[src/sv/pidc_pkg.sv]
// pidc_pkg: widths, control codes, structs and the microcode program of the
// two-mode pid controller. No dependencies; used by every other file.
`timescale 1ns / 1ps

package pidc_pkg;

    // field widths
    localparam int DATA_WIDTH     = 16;
    localparam int GAIN_FRAC_BITS = 8;
    localparam int DERIV_SCALE    = 1000;
    localparam int GAIN_W         = 16;
    localparam int LIM_W          = 23;
    localparam int PER_W          = 10;
    localparam int CFG_IDX_W      = 3;
    localparam int CFG_DATA_W     = 23;

    // datapath widths
    localparam int ERR_W    = DATA_WIDTH + 1;
    localparam int DIFF_W   = DATA_WIDTH + 2;
    localparam int SCALE_W  = $clog2(DERIV_SCALE + 1);
    localparam int MAG_W    = DIFF_W - 1 + SCALE_W;
    localparam int NUM_W    = MAG_W + 1;
    localparam int SLOPE_W  = NUM_W;
    localparam int DSLOPE_W = SLOPE_W + 1;
    localparam int SUM_W    = LIM_W + 1;
    localparam int MB_W     = (DSLOPE_W > SUM_W) ? DSLOPE_W : SUM_W;
    localparam int PROD_W   = GAIN_W + MB_W;
    localparam int ACC_W    = PROD_W + 2;
    localparam int DEN_W    = PER_W + 1;
    localparam int CNT_W    = $clog2(NUM_W);
    localparam int PC_W     = 4;

    localparam logic [SCALE_W-1:0] SCALE_K  = SCALE_W'(DERIV_SCALE);
    localparam logic [ACC_W-1:0]   RND_HALF =
        (GAIN_FRAC_BITS > 0) ? (ACC_W'(1) << (GAIN_FRAC_BITS - 1)) : '0;
    localparam logic [CNT_W-1:0]   DIV_LAST = CNT_W'(NUM_W - 1);

    // datapath operations, one per control word
    typedef enum logic [3:0] {
        OP_NOP,
        OP_ACCEPT,
        OP_INTEG,
        OP_DIVPREP,
        OP_DIVSTEP,
        OP_SLOPE,
        OP_MULP,
        OP_MULI,
        OP_MULD,
        OP_ADDLAST,
        OP_ROUND,
        OP_EMIT
    } t_op;

    // jump conditions; a true condition takes the target, else next
    typedef enum logic [1:0] {
        COND_NEVER,
        COND_IN_EMPTY,
        COND_DIV_MORE,
        COND_OUT_BUSY
    } t_cond;

    typedef enum logic [CFG_IDX_W-1:0] {
        CFG_MODE,
        CFG_KP,
        CFG_KI,
        CFG_KD,
        CFG_OUT_MIN,
        CFG_OUT_MAX,
        CFG_ILIMIT,
        CFG_PERIOD
    } t_cfg_idx;

    typedef struct packed {
        t_op              op;
        t_cond            cond;
        logic [PC_W-1:0]  target;
        logic [PC_W-1:0]  next;
    } t_uword;

    typedef struct packed {
        logic in_valid;
        logic out_busy;
        logic div_more;
    } t_stat;

    // program addresses
    localparam logic [PC_W-1:0] ST_ACCEPT  = 4'd0;
    localparam logic [PC_W-1:0] ST_INTEG   = 4'd1;
    localparam logic [PC_W-1:0] ST_DIVPREP = 4'd2;
    localparam logic [PC_W-1:0] ST_DIVSTEP = 4'd3;
    localparam logic [PC_W-1:0] ST_SLOPE   = 4'd4;
    localparam logic [PC_W-1:0] ST_MULP    = 4'd5;
    localparam logic [PC_W-1:0] ST_MULI    = 4'd6;
    localparam logic [PC_W-1:0] ST_MULD    = 4'd7;
    localparam logic [PC_W-1:0] ST_ADDLAST = 4'd8;
    localparam logic [PC_W-1:0] ST_ROUND   = 4'd9;
    localparam logic [PC_W-1:0] ST_EMIT    = 4'd10;

    function automatic t_uword uw(input t_op op, input t_cond cond,
                                  input logic [PC_W-1:0] target,
                                  input logic [PC_W-1:0] next);
        t_uword w;
        w.op     = op;
        w.cond   = cond;
        w.target = target;
        w.next   = next;
        return w;
    endfunction

    // microcode rom
    function automatic t_uword ucode(input logic [PC_W-1:0] pc);
        t_uword w;
        case (pc)
            ST_ACCEPT:  w = uw(OP_ACCEPT,  COND_IN_EMPTY, ST_ACCEPT,  ST_INTEG);
            ST_INTEG:   w = uw(OP_INTEG,   COND_NEVER,    ST_ACCEPT,  ST_DIVPREP);
            ST_DIVPREP: w = uw(OP_DIVPREP, COND_NEVER,    ST_ACCEPT,  ST_DIVSTEP);
            ST_DIVSTEP: w = uw(OP_DIVSTEP, COND_DIV_MORE, ST_DIVSTEP, ST_SLOPE);
            ST_SLOPE:   w = uw(OP_SLOPE,   COND_NEVER,    ST_ACCEPT,  ST_MULP);
            ST_MULP:    w = uw(OP_MULP,    COND_NEVER,    ST_ACCEPT,  ST_MULI);
            ST_MULI:    w = uw(OP_MULI,    COND_NEVER,    ST_ACCEPT,  ST_MULD);
            ST_MULD:    w = uw(OP_MULD,    COND_NEVER,    ST_ACCEPT,  ST_ADDLAST);
            ST_ADDLAST: w = uw(OP_ADDLAST, COND_NEVER,    ST_ACCEPT,  ST_ROUND);
            ST_ROUND:   w = uw(OP_ROUND,   COND_NEVER,    ST_ACCEPT,  ST_EMIT);
            ST_EMIT:    w = uw(OP_EMIT,    COND_OUT_BUSY, ST_EMIT,    ST_ACCEPT);
            default:    w = uw(OP_NOP,     COND_NEVER,    ST_ACCEPT,  ST_ACCEPT);
        endcase
        return w;
    endfunction

endpackage

[src/sv/pidc_ifs.sv]
// pidc_ifs: valid/ready channel interfaces for sample beats and drive beats.
// Depends on pidc_pkg for the data width.
`timescale 1ns / 1ps

interface pidc_in_if;
    logic                                        valid;
    logic                                        ready;
    logic signed [pidc_pkg::DATA_WIDTH-1:0]      setpoint;
    logic signed [pidc_pkg::DATA_WIDTH-1:0]      measurement;

    modport source (output valid, output setpoint, output measurement, input ready);
    modport sink   (input valid, input setpoint, input measurement, output ready);
endinterface

interface pidc_out_if;
    logic                                        valid;
    logic                                        ready;
    logic signed [pidc_pkg::DATA_WIDTH-1:0]      drive;

    modport source (output valid, output drive, input ready);
    modport sink   (input valid, input drive, output ready);
endinterface

[src/sv/pidc_seq.sv]
// pidc_seq: microcode sequencer, step counter plus rom lookup and jumps.
// Depends on pidc_pkg (program, control word and status structs).
`timescale 1ns / 1ps

module pidc_seq (
    input  logic               i_clk,
    input  logic               i_rst_n,
    input  pidc_pkg::t_stat    i_stat,
    output pidc_pkg::t_uword   o_word
);

    logic [pidc_pkg::PC_W-1:0] r_pc;
    logic [pidc_pkg::PC_W-1:0] n_pc;
    pidc_pkg::t_uword          w_word;
    logic                      w_take;

    // current control word
    assign w_word = pidc_pkg::ucode(r_pc);
    assign o_word = w_word;

    // jump condition
    always_comb begin
        case (w_word.cond)
            pidc_pkg::COND_NEVER:    w_take = 1'b0;
            pidc_pkg::COND_IN_EMPTY: w_take = !i_stat.in_valid;
            pidc_pkg::COND_DIV_MORE: w_take = i_stat.div_more;
            pidc_pkg::COND_OUT_BUSY: w_take = i_stat.out_busy;
            default:                 w_take = 1'b0;
        endcase
    end

    assign n_pc = w_take ? w_word.target : w_word.next;

    // step counter
    always_ff @(posedge i_clk) begin
        if (!i_rst_n) begin
            r_pc <= pidc_pkg::ST_ACCEPT;
        end else begin
            r_pc <= n_pc;
        end
    end

endmodule

[src/sv/pid_controller_two_mode.sv]
// pid_controller_two_mode: top level, config registers, controller state and
// the shared datapath (adder, serial divider, one multiplier) under pidc_seq.
// Depends on pidc_pkg, pidc_ifs and pidc_seq.
//
//  channel   dir  beat                    handshake
//  i_sample  in   setpoint, measurement   valid/ready
//  o_result  out  drive                   valid/ready
//  i_cfg_*   in   index, data             write enable, no wait
//
// Each sample runs through these steps in order: accept,
// integral update, divider setup, a 28-step restoring divide for the
// derivative (one quotient bit a cycle), then three passes of the shared
// multiplier, rounding and output. The divide makes up most of the run.
// Synchronous active-low reset restores the register defaults and clears state.
// A full output register stalls the program at its last step only.
`timescale 1ns / 1ps

module pid_controller_two_mode (
    input  logic                               i_clk,
    input  logic                               i_rst_n,
    pidc_in_if.sink                            i_sample,
    pidc_out_if.source                         o_result,
    input  logic                               i_cfg_we,
    input  logic [pidc_pkg::CFG_IDX_W-1:0]     i_cfg_idx,
    input  logic [pidc_pkg::CFG_DATA_W-1:0]    i_cfg_data
);

    localparam int DW     = pidc_pkg::DATA_WIDTH;
    localparam int ERR_W  = pidc_pkg::ERR_W;
    localparam int DIFF_W = pidc_pkg::DIFF_W;
    localparam int MAG_W  = pidc_pkg::MAG_W;
    localparam int NUM_W  = pidc_pkg::NUM_W;
    localparam int SLP_W  = pidc_pkg::SLOPE_W;
    localparam int DSL_W  = pidc_pkg::DSLOPE_W;
    localparam int SUM_W  = pidc_pkg::SUM_W;
    localparam int MB_W   = pidc_pkg::MB_W;
    localparam int PROD_W = pidc_pkg::PROD_W;
    localparam int ACC_W  = pidc_pkg::ACC_W;
    localparam int DEN_W  = pidc_pkg::DEN_W;
    localparam int CNT_W  = pidc_pkg::CNT_W;
    localparam int GW     = pidc_pkg::GAIN_W;
    localparam int LIM_W  = pidc_pkg::LIM_W;
    localparam int PER_W  = pidc_pkg::PER_W;

    // configuration registers
    logic                     r_mode;
    logic signed [GW-1:0]     r_kp;
    logic signed [GW-1:0]     r_ki;
    logic signed [GW-1:0]     r_kd;
    logic signed [GW-1:0]     r_out_min;
    logic signed [GW-1:0]     r_out_max;
    logic [LIM_W-1:0]         r_ilimit;
    logic [PER_W-1:0]         r_period;

    // controller state
    logic signed [ERR_W-1:0]  r_prev_err;
    logic signed [SUM_W-1:0]  r_sum;
    logic signed [SLP_W-1:0]  r_prev_slope;

    // working registers
    logic signed [ERR_W-1:0]  r_err;
    logic signed [DIFF_W-1:0] r_diff;
    logic [NUM_W-1:0]         r_num;
    logic [DEN_W-1:0]         r_rem;
    logic                     r_neg;
    logic [CNT_W-1:0]         r_cnt;
    logic signed [SLP_W-1:0]  r_slope;
    logic signed [DSL_W-1:0]  r_dslope;
    logic signed [PROD_W-1:0] r_prod;
    logic signed [ACC_W-1:0]  r_acc;
    logic signed [DW-1:0]     r_drive;
    logic                     r_out_valid;

    pidc_pkg::t_uword         w_word;
    pidc_pkg::t_stat          w_stat;
    logic                     w_in_fire;
    logic                     w_out_busy;
    logic                     w_emit;
    logic                     w_gain_wr;

    logic signed [ERR_W-1:0]  w_err_in;
    logic signed [SUM_W:0]    w_sum_raw;
    logic signed [SUM_W:0]    w_lim;
    logic signed [SUM_W-1:0]  w_sum_new;
    logic signed [DIFF_W-1:0] w_diff;
    logic [DIFF_W-1:0]        w_abs_diff;
    logic [MAG_W-1:0]         w_scaled;
    logic [NUM_W-1:0]         w_num0;
    logic [PER_W-1:0]         w_period;
    logic [DEN_W-1:0]         w_den;
    logic [DEN_W:0]           w_rem_sh;
    logic [DEN_W:0]           w_rem_sub;
    logic                     w_ge;
    logic signed [SLP_W-1:0]  w_slope;
    logic signed [GW-1:0]     w_mul_a;
    logic signed [MB_W-1:0]   w_mul_b;
    logic signed [PROD_W-1:0] w_prod;
    logic [ACC_W-1:0]         w_acc_mag;
    logic [ACC_W-1:0]         w_rnd;
    logic signed [ACC_W-1:0]  w_y;
    logic signed [ACC_W-1:0]  w_lo;
    logic signed [ACC_W-1:0]  w_hi;
    logic signed [ACC_W-1:0]  w_y_lo;
    logic signed [ACC_W-1:0]  w_y_cl;

    // sequencer
    pidc_seq u_seq (
        .i_clk   (i_clk),
        .i_rst_n (i_rst_n),
        .i_stat  (w_stat),
        .o_word  (w_word)
    );

    // handshakes
    assign i_sample.ready = (w_word.op == pidc_pkg::OP_ACCEPT);
    assign w_in_fire      = i_sample.valid && i_sample.ready;
    assign w_out_busy     = r_out_valid && !o_result.ready;
    assign w_emit         = (w_word.op == pidc_pkg::OP_EMIT) && !w_out_busy;
    assign o_result.valid = r_out_valid;
    assign o_result.drive = r_drive;

    assign w_stat.in_valid = i_sample.valid;
    assign w_stat.out_busy = w_out_busy;
    assign w_stat.div_more = (r_cnt != '0);

    assign w_gain_wr = i_cfg_we && ((i_cfg_idx == pidc_pkg::CFG_KP) ||
                                    (i_cfg_idx == pidc_pkg::CFG_KI) ||
                                    (i_cfg_idx == pidc_pkg::CFG_KD));

    // error and clamped integral
    assign w_err_in  = ERR_W'(i_sample.setpoint) - ERR_W'(i_sample.measurement);
    assign w_sum_raw = (SUM_W + 1)'(r_sum) + (SUM_W + 1)'(r_err);
    assign w_lim     = $signed({2'b00, r_ilimit});
    always_comb begin
        if (w_sum_raw < -w_lim) begin
            w_sum_new = SUM_W'(-w_lim);
        end else if (w_sum_raw > w_lim) begin
            w_sum_new = SUM_W'(w_lim);
        end else begin
            w_sum_new = SUM_W'(w_sum_raw);
        end
    end
    assign w_diff = DIFF_W'(r_err) - DIFF_W'(r_prev_err);

    // divider setup: numerator 2*|diff|*scale + period, denominator 2*period
    assign w_period   = (r_period == '0) ? PER_W'(1) : r_period;
    assign w_den      = {w_period, 1'b0};
    assign w_abs_diff = r_diff[DIFF_W-1] ? DIFF_W'(-r_diff) : DIFF_W'(r_diff);
    assign w_scaled   = MAG_W'(w_abs_diff[DIFF_W-2:0]) * MAG_W'(pidc_pkg::SCALE_K);
    assign w_num0     = {w_scaled, 1'b0} + NUM_W'(w_period);

    // one restoring divide step
    assign w_rem_sh  = {r_rem, r_num[NUM_W-1]};
    assign w_ge      = (w_rem_sh >= {1'b0, w_den});
    assign w_rem_sub = w_rem_sh - {1'b0, w_den};
    assign w_slope   = r_neg ? -$signed(r_num) : $signed(r_num);

    // shared multiplier operands
    always_comb begin
        case (w_word.op)
            pidc_pkg::OP_MULP: begin
                w_mul_a = r_kp;
                w_mul_b = r_mode ? MB_W'(r_diff) : MB_W'(r_err);
            end
            pidc_pkg::OP_MULI: begin
                w_mul_a = r_ki;
                w_mul_b = r_mode ? MB_W'(r_err) : MB_W'(r_sum);
            end
            default: begin
                w_mul_a = r_kd;
                w_mul_b = r_mode ? MB_W'(r_dslope) : MB_W'(r_slope);
            end
        endcase
    end
    assign w_prod = w_mul_a * w_mul_b;

    // round to nearest, halves away from zero
    assign w_acc_mag = r_acc[ACC_W-1] ? ACC_W'(-r_acc) : ACC_W'(r_acc);
    assign w_rnd     = (w_acc_mag + pidc_pkg::RND_HALF) >> pidc_pkg::GAIN_FRAC_BITS;
    assign w_y       = r_acc[ACC_W-1] ? -$signed(w_rnd) : $signed(w_rnd);

    // output limits, low bound first
    assign w_lo   = ACC_W'(r_out_min);
    assign w_hi   = ACC_W'(r_out_max);
    assign w_y_lo = (r_acc < w_lo) ? w_lo : r_acc;
    assign w_y_cl = (w_y_lo > w_hi) ? w_hi : w_y_lo;

    // configuration registers
    always_ff @(posedge i_clk) begin
        if (!i_rst_n) begin
            r_mode    <= 1'b0;
            r_kp      <= GW'(256);
            r_ki      <= '0;
            r_kd      <= '0;
            r_out_min <= {1'b1, {(GW - 1){1'b0}}};
            r_out_max <= {1'b0, {(GW - 1){1'b1}}};
            r_ilimit  <= LIM_W'(65535);
            r_period  <= PER_W'(10);
        end else if (i_cfg_we) begin
            case (i_cfg_idx)
                pidc_pkg::CFG_MODE:    r_mode    <= i_cfg_data[0];
                pidc_pkg::CFG_KP:      r_kp      <= i_cfg_data[GW-1:0];
                pidc_pkg::CFG_KI:      r_ki      <= i_cfg_data[GW-1:0];
                pidc_pkg::CFG_KD:      r_kd      <= i_cfg_data[GW-1:0];
                pidc_pkg::CFG_OUT_MIN: r_out_min <= i_cfg_data[GW-1:0];
                pidc_pkg::CFG_OUT_MAX: r_out_max <= i_cfg_data[GW-1:0];
                pidc_pkg::CFG_ILIMIT:  r_ilimit  <= i_cfg_data[LIM_W-1:0];
                pidc_pkg::CFG_PERIOD:  r_period  <= i_cfg_data[PER_W-1:0];
                default: begin
                end
            endcase
        end
    end

    // controller state, cleared by any gain write
    always_ff @(posedge i_clk) begin
        if (!i_rst_n || w_gain_wr) begin
            r_prev_err   <= '0;
            r_sum        <= '0;
            r_prev_slope <= '0;
        end else begin
            if (w_word.op == pidc_pkg::OP_INTEG) begin
                r_sum <= w_sum_new;
            end
            if (w_emit) begin
                r_prev_err   <= r_err;
                r_prev_slope <= r_slope;
            end
        end
    end

    // divide step counter and output valid
    always_ff @(posedge i_clk) begin
        if (!i_rst_n) begin
            r_cnt       <= '0;
            r_out_valid <= 1'b0;
        end else begin
            if (w_word.op == pidc_pkg::OP_DIVPREP) begin
                r_cnt <= pidc_pkg::DIV_LAST;
            end else if ((w_word.op == pidc_pkg::OP_DIVSTEP) && (r_cnt != '0)) begin
                r_cnt <= r_cnt - CNT_W'(1);
            end
            if (w_emit) begin
                r_out_valid <= 1'b1;
            end else if (o_result.ready) begin
                r_out_valid <= 1'b0;
            end
        end
    end

    // datapath registers
    always_ff @(posedge i_clk) begin
        case (w_word.op)
            pidc_pkg::OP_ACCEPT: begin
                if (w_in_fire) begin
                    r_err <= w_err_in;
                end
            end
            pidc_pkg::OP_INTEG: begin
                r_diff <= w_diff;
            end
            pidc_pkg::OP_DIVPREP: begin
                r_num <= w_num0;
                r_rem <= '0;
                r_neg <= r_diff[DIFF_W-1];
            end
            pidc_pkg::OP_DIVSTEP: begin
                r_rem <= w_ge ? w_rem_sub[DEN_W-1:0] : w_rem_sh[DEN_W-1:0];
                r_num <= {r_num[NUM_W-2:0], w_ge};
            end
            pidc_pkg::OP_SLOPE: begin
                r_slope <= w_slope;
            end
            pidc_pkg::OP_MULP: begin
                r_dslope <= DSL_W'(r_slope) - DSL_W'(r_prev_slope);
                r_prod   <= w_prod;
                r_acc    <= '0;
            end
            pidc_pkg::OP_MULI, pidc_pkg::OP_MULD: begin
                r_prod <= w_prod;
                r_acc  <= r_acc + ACC_W'(r_prod);
            end
            pidc_pkg::OP_ADDLAST: begin
                r_acc <= r_acc + ACC_W'(r_prod);
            end
            pidc_pkg::OP_ROUND: begin
                r_acc <= w_y;
            end
            pidc_pkg::OP_EMIT: begin
                if (w_emit) begin
                    r_drive <= w_y_cl[DW-1:0];
                end
            end
            default: begin
            end
        endcase
    end

`ifndef SYNTHESIS
    a_accept_then_integ: assert property (@(posedge i_clk) disable iff (!i_rst_n)
        w_in_fire |=> (w_word.op == pidc_pkg::OP_INTEG))
        else $error("accepted sample not followed by integral step");

    a_integral_bounded: assert property (@(posedge i_clk) disable iff (!i_rst_n)
        (w_word.op == pidc_pkg::OP_INTEG) |=>
            (((SUM_W + 1)'(r_sum) <= w_lim) && ((SUM_W + 1)'(r_sum) >= -w_lim)))
        else $error("integral outside its limit");

    a_rem_below_den: assert property (@(posedge i_clk) disable iff (!i_rst_n)
        (w_word.op == pidc_pkg::OP_DIVSTEP) |=> (r_rem < w_den))
        else $error("divider remainder not below denominator");

    a_emit_returns: assert property (@(posedge i_clk) disable iff (!i_rst_n)
        w_emit |=> (o_result.valid && (w_word.op == pidc_pkg::OP_ACCEPT)))
        else $error("drive beat not presented or program not back at accept");
`endif

endmodule

[src/flat_wrapper.sv]
// flat-port wrapper written by rule: the top's interface ports become plain ports
module pid_controller_two_mode_flat 
  (i_clk, i_rst_n, i_cfg_we, i_cfg_idx, i_cfg_data, i_sample_valid, i_sample_setpoint, i_sample_measurement, i_sample_ready, o_result_valid, o_result_drive, o_result_ready);
  pidc_in_if i_sample_i ();
  pidc_out_if o_result_i ();
  input  logic i_clk;
  input  logic i_rst_n;
  input  logic i_cfg_we;
  input  logic [pidc_pkg::CFG_IDX_W-1:0] i_cfg_idx;
  input  logic [pidc_pkg::CFG_DATA_W-1:0] i_cfg_data;
  input wire logic [$bits(i_sample_i.valid)-1:0] i_sample_valid;
  input wire logic [$bits(i_sample_i.setpoint)-1:0] i_sample_setpoint;
  input wire logic [$bits(i_sample_i.measurement)-1:0] i_sample_measurement;
  output wire logic [$bits(i_sample_i.ready)-1:0] i_sample_ready;
  output wire logic [$bits(o_result_i.valid)-1:0] o_result_valid;
  output wire logic [$bits(o_result_i.drive)-1:0] o_result_drive;
  input wire logic [$bits(o_result_i.ready)-1:0] o_result_ready;
  assign i_sample_i.valid = i_sample_valid;
  assign i_sample_i.setpoint = i_sample_setpoint;
  assign i_sample_i.measurement = i_sample_measurement;
  assign i_sample_ready = i_sample_i.ready;
  assign o_result_valid = o_result_i.valid;
  assign o_result_drive = o_result_i.drive;
  assign o_result_i.ready = o_result_ready;
  pid_controller_two_mode u_core (.i_clk(i_clk), .i_rst_n(i_rst_n), .i_sample(i_sample_i), .o_result(o_result_i), .i_cfg_we(i_cfg_we), .i_cfg_idx(i_cfg_idx), .i_cfg_data(i_cfg_data));
endmodule
[config.mk]
export PLATFORM = sky130hd
export DESIGN_NAME = pid_controller_two_mode_flat
export DESIGN_NICKNAME = d
export VERILOG_FILES = /design/src/sv/pidc_pkg.sv /design/src/sv/pidc_ifs.sv /design/src/sv/pidc_seq.sv /design/src/sv/pid_controller_two_mode.sv /design/src/flat_wrapper.sv
export SDC_FILE = /design/constraint.sdc
export NUM_CORES = 2
export LEC_CHECK = 0
export ABC_AREA = 1
export BUFFER_PORTS_ARGS = -buffer_cell sky130_fd_sc_hd__buf_4
export CORE_MARGIN = 2
export CORE_UTILIZATION = 55
export CTS_CLUSTER_SIZE = 12
export DETAILED_ROUTE_END_ITERATION = 8
export HOLD_SLACK_MARGIN = 0.12
export PLACE_DENSITY_LB_ADDON = 0.12
export RECOVER_POWER = 25
export SLEW_MARGIN = 30
export SYNTH_ARGS = -nofsm -noshare
export SYNTH_HDL_FRONTEND = slang
export SYNTH_SLANG_ARGS = --single-unit
[constraint.sdc]
create_clock -name i_clk -period 18.9 [get_ports i_clk]
set_input_delay 3.78 -clock i_clk [delete_from_list [all_inputs] [get_ports i_clk]]
set_output_delay 3.78 -clock i_clk [all_outputs]
set_load 0.01 [all_outputs]
==> metrics <==
Post-Syn Nets=8130; Port Buf Inserts=80; Slew @ Worst Pin=2635 ps; Hold Crit Start=u_core.r_prev_slope[27]; R2R depth=32; number of library cell types mapped by synthesis=59; clock sinks=440; clk root buf=clkbuf_16; final hold violations=0; postcts setup bufs=0; non-filler cells, final=8407; worst r2r dst=u_core.r_prod[37]; CTS H-tree depth=2; Mapped Avg Cell Area=7.498 um^2; RSZ-0062 raised after global routing=false; post-synthesis sequential area ratio=21.07%; vias in the first global route=46040; grt ovf=0; Antenna Cells=0; GRT Util Overall=32.27%; Ys Warns=0; fin nets=8122; failing checks=max-capacitance violations, max-slew violations; post-synthesis async set-or-reset flop share=0%; Hold Buf Count CTS=0; slew margin rel.=-75.69%; placed cells=8310; Top Ports=81; CP endpoint kind=flip-flop; worst stage delay on the critical path=1370 ps; routability cong.=0.9648; TritonCTS clock tree=built; Tmin final=11260 ps; Hold Crit Endpoint=u_core.r_prev_slope[27]; maximum root-to-sink buffer count=3; Vias=47260; DRT iter0 DRCs=4346; largest net degree at the start of global routing=98; number of fill cells=9053; Final period util=59.58%; core area=96280 um^2; status=finished, violations left; die width=315.0 um; critical path launch point type=flip-flop; fraction of layout cells with a size suffix above 1=5.357%; FF-to-FF setup slack=7640 ps; synthesized area=53210 um^2; Max Slew Vio Count=241; initial antenna violation count=1; count of final setup violators=0; Max-cap violations=6; Area growth syn-to-layout=6.927%; HP Class=flip-flop to flip-flop; Initial Util=55.27%; vias per inst=5.621; CP required=19260 ps; Reg clk slew, reported paths=60 ps; launch point of the worst reg-to-reg path=u_core.u_seq.o_word[10]; total CTS buffers=53; global-route wire length before repair=252700 um; Max Clock Skew=64.07 ps; Critical Path Fanout Max=32; Mapped Cells=7097; Routed Antenna Nets=0; crit path DAT=11630 ps; leading register cell type out of synthesis=edfxtp_1; number of gates resized after CTS=0; drt drc=0; most frequent cells in the layout=1406 x nand2_1, 1309 x inv_1, 688 x nor2_1; Die Area=99250 um^2; commonest non-fill, non-tap cell in the layout=nand2_1; drt total wl=157600 um; EDFF count, synth=240; Rows=114; Detailed Routing Iterations Pass 1=6; type of the worst setup path=flip-flop to flip-flop; wire per inst=18.75 um; die height=315.0 um; Skew-Pair Late Insertion Delay=670 ps; slowest CP cell=clkbuf_1; post-DP HPWL=126200 um; hold path cells=2; setup_tns=0 ps; Fmax=88.80 MHz; Seq cells post-synth=440; Critical path origin=u_core.u_seq.o_word[10]
## per-stage QoR
stage | utilization [%] | hold WS (ps) | cell area, um^2 | setup slack [ps]
after floorplan | - | 426.4 | 53210 | 9953
after global placement | 57.23 | 440.2 | 55100 | 9386
after detailed placement | 57.28 | 445.3 | 55150 | 9346
after CTS | 59.12 | 453.7 | 56920 | 9276
after global routing | 59.10 | 476.5 | 56900 | 6772
final | 59.10 | 453.2 | 56900 | 7639
## cells by family (layout without fill, tap and decap cells)
| family | after synthesis | count (layout) | share of synthesized area, % |
|---|---|---|---|
| muxes | 1 | 1 | 0.02116 |
| xor gates and xnor gates | 245 | 245 | 4.033 |
| AOI/OAI and AO/OA | 1216 | 1216 | 12.58 |
| and+or+nand+nor | 2694 | 2694 | 21.45 |
| buffers and inverters | 1531 | 1565 | 10.86 |
| adders and majority gates | 970 | 970 | 29.99 |
| DFF | 440 | 440 | 21.07 |
## critical path, delay by kind of cell (launching register included)
kind                       cells  cell delay, ps
and+or+nand+nor                8             950
buffers and inverters          9            3490
adders and majority gates      7            3090
DFF                            1             480
AOI/OAI and AO/OA              8            2930
## layout make-up
type	count	area [um^2]	share of cell area (%)
clock buffers	82	1578	2.773
clock inverters	15	190.2	0.3342
inverters	1344	5047	8.871
multi-input cells	5126	36370	63.92
flip-flops and latches	440	11210	19.70
well taps	1276	1597	2.806
repair buffers	124	904.6	1.590
## flip-flops by register name, summed over array words and instances (netlist names), 5 cells and up
signal and cells:
u_core.r_prev_slope 28, u_core.r_kp 16, u_core.r_prev_err 17, u_core.r_err 17, u_core.r_acc 47, u_core.r_num 28
u_core.r_out_max 16, u_core.u_seq.o_word 11, u_core.r_slope 28, u_core.r_rem 11, u_core.o_result.drive 16, u_core.r_period 10
u_core.r_dslope 29, u_core.r_ki 16, u_core.r_cnt 5, u_core.r_kd 16, u_core.r_prod 45, u_core.r_out_min 16
u_core.r_diff 18, u_core.r_ilimit 23, u_core.r_sum 24
## metal layers
metal	GRT usage (%)	vias to the layer above	wire (um)
met2	49.79	1695	68900
met1	46.58	22590	70340
met3	4.381	306	12590
met5	0	-	0
li1	-	22670	-
met4	11.16	0	5772
## cells in the mapped netlist (all sizes together) (13+ instances only)
library cell | n | area share [%]
nor3 | 56 | 0.54
inv | 1318 | 9.3
xor2 | 175 | 2.9
o21a | 20 | 0.28
nor2 | 743 | 5.7
fa | 509 | 19
xnor2 | 70 | 1.2
ha | 461 | 11
a21oi | 488 | 4.6
nand2 | 1461 | 11
o21ai | 498 | 4.7
nor4 | 19 | 0.22
nand4 | 78 | 0.92
or2 | 21 | 0.25
clkbuf | 164 | 1.2
a31oi | 36 | 0.42
o221ai | 24 | 0.40
buf | 23 | 0.22
dfxtp | 200 | 7.5
nand3 | 300 | 2.9
edfxtp | 240 | 14
clkinv | 26 | 0.18
o211ai | 56 | 0.79
o21bai | 13 | 0.20
## how the worst max path moves through the flow
| stage | endpoint | slack (ps) | cells after the start |
|---|---|---|---|
| 3_5_place_dp | u_core.r_prod[37] | 9350 | 32 |
| 4_1_cts | u_core.r_prod[37] | 9280 | 32 |
| 6_report | u_core.r_prod[37] | 7640 | 32 |
| 3_3_place_gp | u_core.r_prod[37] | 9390 | 32 |
| 5_1_grt | u_core.r_prod[41] | 6770 | 31 |
| 2_1_floorplan | u_core.r_prod[41] | 9950 | 32 |
Power is not shown: default switching activity piles up to over one toggle a cycle in this logic, so the estimate is an artifact.
